[config.mk]
export PLATFORM = sky130hd
export DESIGN_NAME = lav_cross
export DESIGN_NICKNAME = d
export VERILOG_FILES = /design/src/rtl/core/assert_macros.svh /design/src/rtl/core/lav_pkg.sv /design/src/rtl/core/lav_cross.sv
export SDC_FILE = /design/constraint.sdc
export NUM_CORES = 2
export LEC_CHECK = 0
export ABC_AREA = 1
export BUFFER_PORTS_ARGS = -buffer_cell sky130_fd_sc_hd__buf_2
export CORE_MARGIN = 2
export CORE_UTILIZATION = 34
export CTS_CLUSTER_DIAMETER = 50
export CTS_CLUSTER_SIZE = 30
export DETAILED_ROUTE_END_ITERATION = 8
export GPL_TIMING_DRIVEN = 0
export PLACE_DENSITY = 0.59
export SLEW_MARGIN = 20
export SYNTH_ARGS = -nofsm -noshare
export SYNTH_HDL_FRONTEND = slang
export SYNTH_SLANG_ARGS = --single-unit
export TNS_END_PERCENT = 10
[constraint.sdc]
create_clock -name clk -period 6.9 [get_ports clk]
set_input_delay 0.69 -clock clk [delete_from_list [all_inputs] [get_ports clk]]
set_output_delay 0.69 -clock clk [all_outputs]
set_load 0.02 [all_outputs]
[src/rtl/core/assert_macros.svh]
// assertion helpers, clocked on clk and disabled while rst is high
`ifndef ASSERT_MACROS_SVH
`define ASSERT_MACROS_SVH

// condition holds at every edge
`define LAV_ASSERT_NOW(lbl, cond, msg) \
  lbl: assert property (@(posedge clk) disable iff (rst) (cond)) else $error(msg);

// consequent holds in the same cycle
`define LAV_ASSERT_IMP(lbl, ante, cons, msg) \
  lbl: assert property (@(posedge clk) disable iff (rst) (ante) |-> (cons)) else $error(msg);

// consequent holds in the next cycle
`define LAV_ASSERT_NXT(lbl, ante, cons, msg) \
  lbl: assert property (@(posedge clk) disable iff (rst) (ante) |=> (cons)) else $error(msg);

`endif

[src/rtl/core/lav_pkg.sv]
package lav_pkg;

  localparam int VEC_FRAC_BITS = 14;
  localparam int NORM_SH       = 31 - VEC_FRAC_BITS;
  localparam int DIV_STEPS     = 63;
  localparam int SQRT_STEPS    = 32;
  localparam int NORM_PRE      = 5;
  localparam int NORM_POST     = 2;
  localparam int NORM_LAT      = NORM_PRE + DIV_STEPS + SQRT_STEPS + NORM_POST;
  localparam int CROSS_LAT     = 2;
  localparam int FRAME_LAT     = 6;

  typedef logic signed [15:0] vec_t;
  typedef logic signed [23:0] pos_t;
  typedef logic signed [31:0] trn_t;

  typedef struct packed {
    logic en;
    logic vld;
  } pipe_ctl_t;

  typedef struct packed {
    vec_t m00;
    vec_t m10;
    vec_t m20;
    vec_t m01;
    vec_t m11;
    vec_t m21;
    vec_t m02;
    vec_t m12;
    vec_t m22;
    trn_t tr_x;
    trn_t tr_y;
    trn_t tr_z;
  } res_t;

  function automatic logic [47:0] mag48(input logic signed [47:0] x);
    mag48 = x[47] ? 48'(-x) : 48'(x);
  endfunction

  // round half away from zero on a magnitude
  function automatic logic [47:0] rnd_vec(input logic [47:0] m);
    rnd_vec = (m + (48'd1 << (VEC_FRAC_BITS - 1))) >> VEC_FRAC_BITS;
  endfunction

  function automatic vec_t sat16(input logic neg, input logic [47:0] m);
    vec_t r;
    if (neg) begin
      if (m > 48'd32768) r = 16'sh8000;
      else r = 16'(48'd0 - m);
    end else if (m > 48'd32767) begin
      r = 16'sh7fff;
    end else begin
      r = 16'(m);
    end
    return r;
  endfunction

  function automatic trn_t sat32(input logic neg, input logic [47:0] m);
    trn_t r;
    if (neg) begin
      if (m > 48'h0000_8000_0000) r = 32'sh8000_0000;
      else r = 32'(48'd0 - m);
    end else if (m > 48'h0000_7fff_ffff) begin
      r = 32'sh7fff_ffff;
    end else begin
      r = 32'(m);
    end
    return r;
  endfunction

endpackage

[src/rtl/core/lav_cross.sv]
module lav_cross (
  input  logic                clk,
  input  logic                rst,
  input  lav_pkg::pipe_ctl_t  ctl,
  input  lav_pkg::vec_t       f [3],
  input  lav_pkg::vec_t       u [3],
  input  lav_pkg::pos_t       e [3],
  output logic                vld,
  output logic signed [32:0]  fu [3],
  output lav_pkg::vec_t       fo [3],
  output lav_pkg::pos_t       eo [3]
);

  logic [lav_pkg::CROSS_LAT-1:0] vpipe;
  logic signed [31:0] p [6];
  lav_pkg::vec_t f1 [3];
  lav_pkg::pos_t e1 [3];

  always_ff @(posedge clk) begin
    if (rst) begin
      vpipe <= '0;
    end else if (ctl.en) begin
      vpipe <= {vpipe[lav_pkg::CROSS_LAT-2:0], ctl.vld};
    end
  end

  always_ff @(posedge clk) begin
    if (ctl.en) begin
      p[0] <= f[1] * u[2];
      p[1] <= f[2] * u[1];
      p[2] <= f[2] * u[0];
      p[3] <= f[0] * u[2];
      p[4] <= f[0] * u[1];
      p[5] <= f[1] * u[0];
      f1   <= f;
      e1   <= e;
      fu[0] <= 33'(p[0]) - 33'(p[1]);
      fu[1] <= 33'(p[2]) - 33'(p[3]);
      fu[2] <= 33'(p[4]) - 33'(p[5]);
      fo    <= f1;
      eo    <= e1;
    end
  end

  assign vld = vpipe[lav_pkg::CROSS_LAT-1];

endmodule

==> results.cfg <==
[die]
dieArea_um2 = 260000
core_area_um2 = 254000
rows = 185
ios = 392
die_w_um = 510
start_util_pct = 34.2
die_h_um = 510

[global_route]
grt_antenna_before_repair = 59
grt.total_usage_pct = 23.4
grt_pass1_vias = 70200
grt_pass1_wl_um = 445000
grt_start_max_net_pins = 104
grt_overflow = 0

[setup_path]
reg2reg_depth = 12
worst-endpoint-arrival_ns = 7.40
path_max_fanout = 10
reg2reg_to = fu[61]
crit_type = primary input to register
endpoint_kind = register
r2r_slack_ns = 4.51
cp.required_ns = 7.39
cp-start-kind = primary input
r2r_start = p[3][0]

[clock_tree]
clkLatencyLatePin_ns = 0.75
ctsRootBufferMaster = clkbuf_16
clock_sinks = 533
clk_pin_slew_ns = 0.08
htreeDepth = 3
cts_tree = built
clockBufferDepth = 3
cts_setup_buffers = 0
cts-buffers-inserted = 74

[timing]
fin_worst_hold_slack_ns = 0.103
hold_viol = 0
tns_ns = -0.00409
period_share_pct = 100
slew_headroom_pct = 15.8
setup_viol = 1
tightestPinTransition_ns = 1.26
rsz0062_at_grt = yes
worst_slack_ns = -0.00409
max_freq_mhz = 145
period_minus_slack_ns = 6.90
skew_ns = 0.0627
slew_violations = 0

[layout]
fillers = 26500
final_layout_size_suffix_gt1_share_pct = 5.60
nets = 13400
final_cells = 14500
area_delta_synth_final_pct = 10.6

[min_path]
whs_path_depth = 2
hold_class = primary input to register
min-delay-start = rst
holdPathEnd = vpipe[1]

[yosys]
synthTopCellsByArea = fa_1 (36%), edfxtp_1 (18%), inv_1 (14%)
ys_async_sr_fraction_pct = 0
synth_ff_type = edfxtp_1
avgSynthCellArea_um2 = 8.23
syn_nets = 12900
synth_most_common_cell = inv_1
synth.top_cell.area_share_pct = 36.3
synth-edff-count = 531
syn-cell-area_um2 = 86900
ys_types = 33
yosysTopAreaCell = fa_1
ys_seq_area_share_pct = 18.4
synth.cells.most_frequent = inv_1 (3129), nand2_1 (2935), fa_1 (1575), ha_1 (588), edfxtp_1 (531)
syn_inst = 10600
yosysWarningCount = 0
ys_seq_elements = 533

[run]
drv_cap = 0

[routing]
drt_iter0_drc = 5828
postRouteAntennaNets = 0
drt_wl_total_um = 302000
viasPerCell = 4.77
drt_first_pass_iters = 6
wl_per_cell_um = 20.8
drc = 0
vias = 69200

[place]
routabilityCongestion = 1.01
placed_cells = 14300
port_buffers = 390
dp_hpwl_um = 254000

[outcome]
outcome = complete, but fails checks
violations = negative setup slack
-- registers in the layout (all words and copies together) (netlist names) --
name / flops
e1: 72
fu: 99
f1: 48
p: 192
vpipe: 2
fo: 48
eo: 72
-- metrics by stage --
stage          util [%]  instance area, µm²  worst slack (ns)
5_1_grt            37.8               96100            -0.217
3_3_place_gp       36.6               93100             -3.90
2_1_floorplan         -               86900              1.04
3_5_place_dp       36.7               93300            -0.922
4_1_cts            37.8               96000            0.0473
6_report           37.8               96100          -0.00409
-- logic make-up after synthesis --
group	count (synthesis)	share of synthesized area (%)
buffers and inverters	3420	14.8
AO/OA/AOI/OAI	446	2.74
flip-flops	533	18.4
adder cells (fa/ha/maj)	2163	44.7
XOR/XNOR	172	1.73
AND/OR/NAND/NOR	3832	17.6
-- how the worst max path moves through the flow --
stage / start / endpoint / slack [ns] / cells after the start
2_1_floorplan: f[31] / p[5][23] / 1.04 / 17
3_3_place_gp: ctl[1] / p[1][27] / -3.90 / 1
3_5_place_dp: f[31] / p[0][31] / -0.92 / 22
4_1_cts: f[31] / p[5][23] / 0.05 / 18
5_1_grt: f[47] / p[3][30] / -0.22 / 20
6_report: f[47] / p[3][30] / -0.004 / 20
-- repair_timing --
| action | in CTS | in global routing |
|---|---|---|
| hold buffers | 0 | 0 |
| gates cloned | 0 | 0 |
| setup endpoints to repair | 4 | 28 |
| resized for setup | 1 | 10 |
| pin swaps | 0 | 0 |
-- layout by cell type, fill, tap and decap left out, types with 18 or more instances in the layout --
cell	instances
fa_1	1575
o21bai_1	28
clkbuf_16	74
nand3_1	289
nand4_1	95
ha_1	588
nor3_1	37
clkbuf_2	27
diode_2	22
nor2_1	396
o21ai_0	131
edfxtp_1	531
nand2_1	2935
inv_1	3129
xor2_1	154
a21oi_1	254
clkbuf_1	256
buf_2	391
xnor2_1	18
-- area by class of cell --
cell class	instances	area [µm²]	area share, %
Antenna cell	22	55.1	0.0573
Buffer	286	1110	1.15
Clock buffer	76	1860	1.93
Clock inverter	61	897	0.933
Inverter	3134	11800	12.2
Multi-Input combinational cell	6613	58100	60.4
Sequential cell	533	16000	16.6
Tap cell	3366	4210	4.38
Timing Repair Buffer	398	2160	2.24
-- worst max-delay path: stages --
cell and delay, ns:
buf_2 0.30, clkbuf_1 0.74, nand2_1 0.21, inv_1 0.19, fa_1 0.55, fa_1 0.96
fa_1 0.59, fa_1 0.51, inv_1 0.05, fa_1 0.47, inv_1 0.06, fa_1 0.46
ha_1 0.42, a21oi_1 0.39, a21boi_0 0.33, nand2_1 0.09, a21oi_1 0.17, nand2_1 0.07
nand2_1 0.05, nand2_1 0.06
-- metal layers --
layer / GRT usage (%) / wire length [µm] / part of all wire [%]
met5: 0 / 262 / 0.087
met4: 13.0 / 20300 / 6.7
met3: 5.71 / 29000 / 9.6
met2: 37.0 / 134000 / 44
met1: 29.4 / 119000 / 39
Power is left out: the tool's default activity adds up to more than one toggle a clock period on the data nets, which glitch-free logic cannot reach.
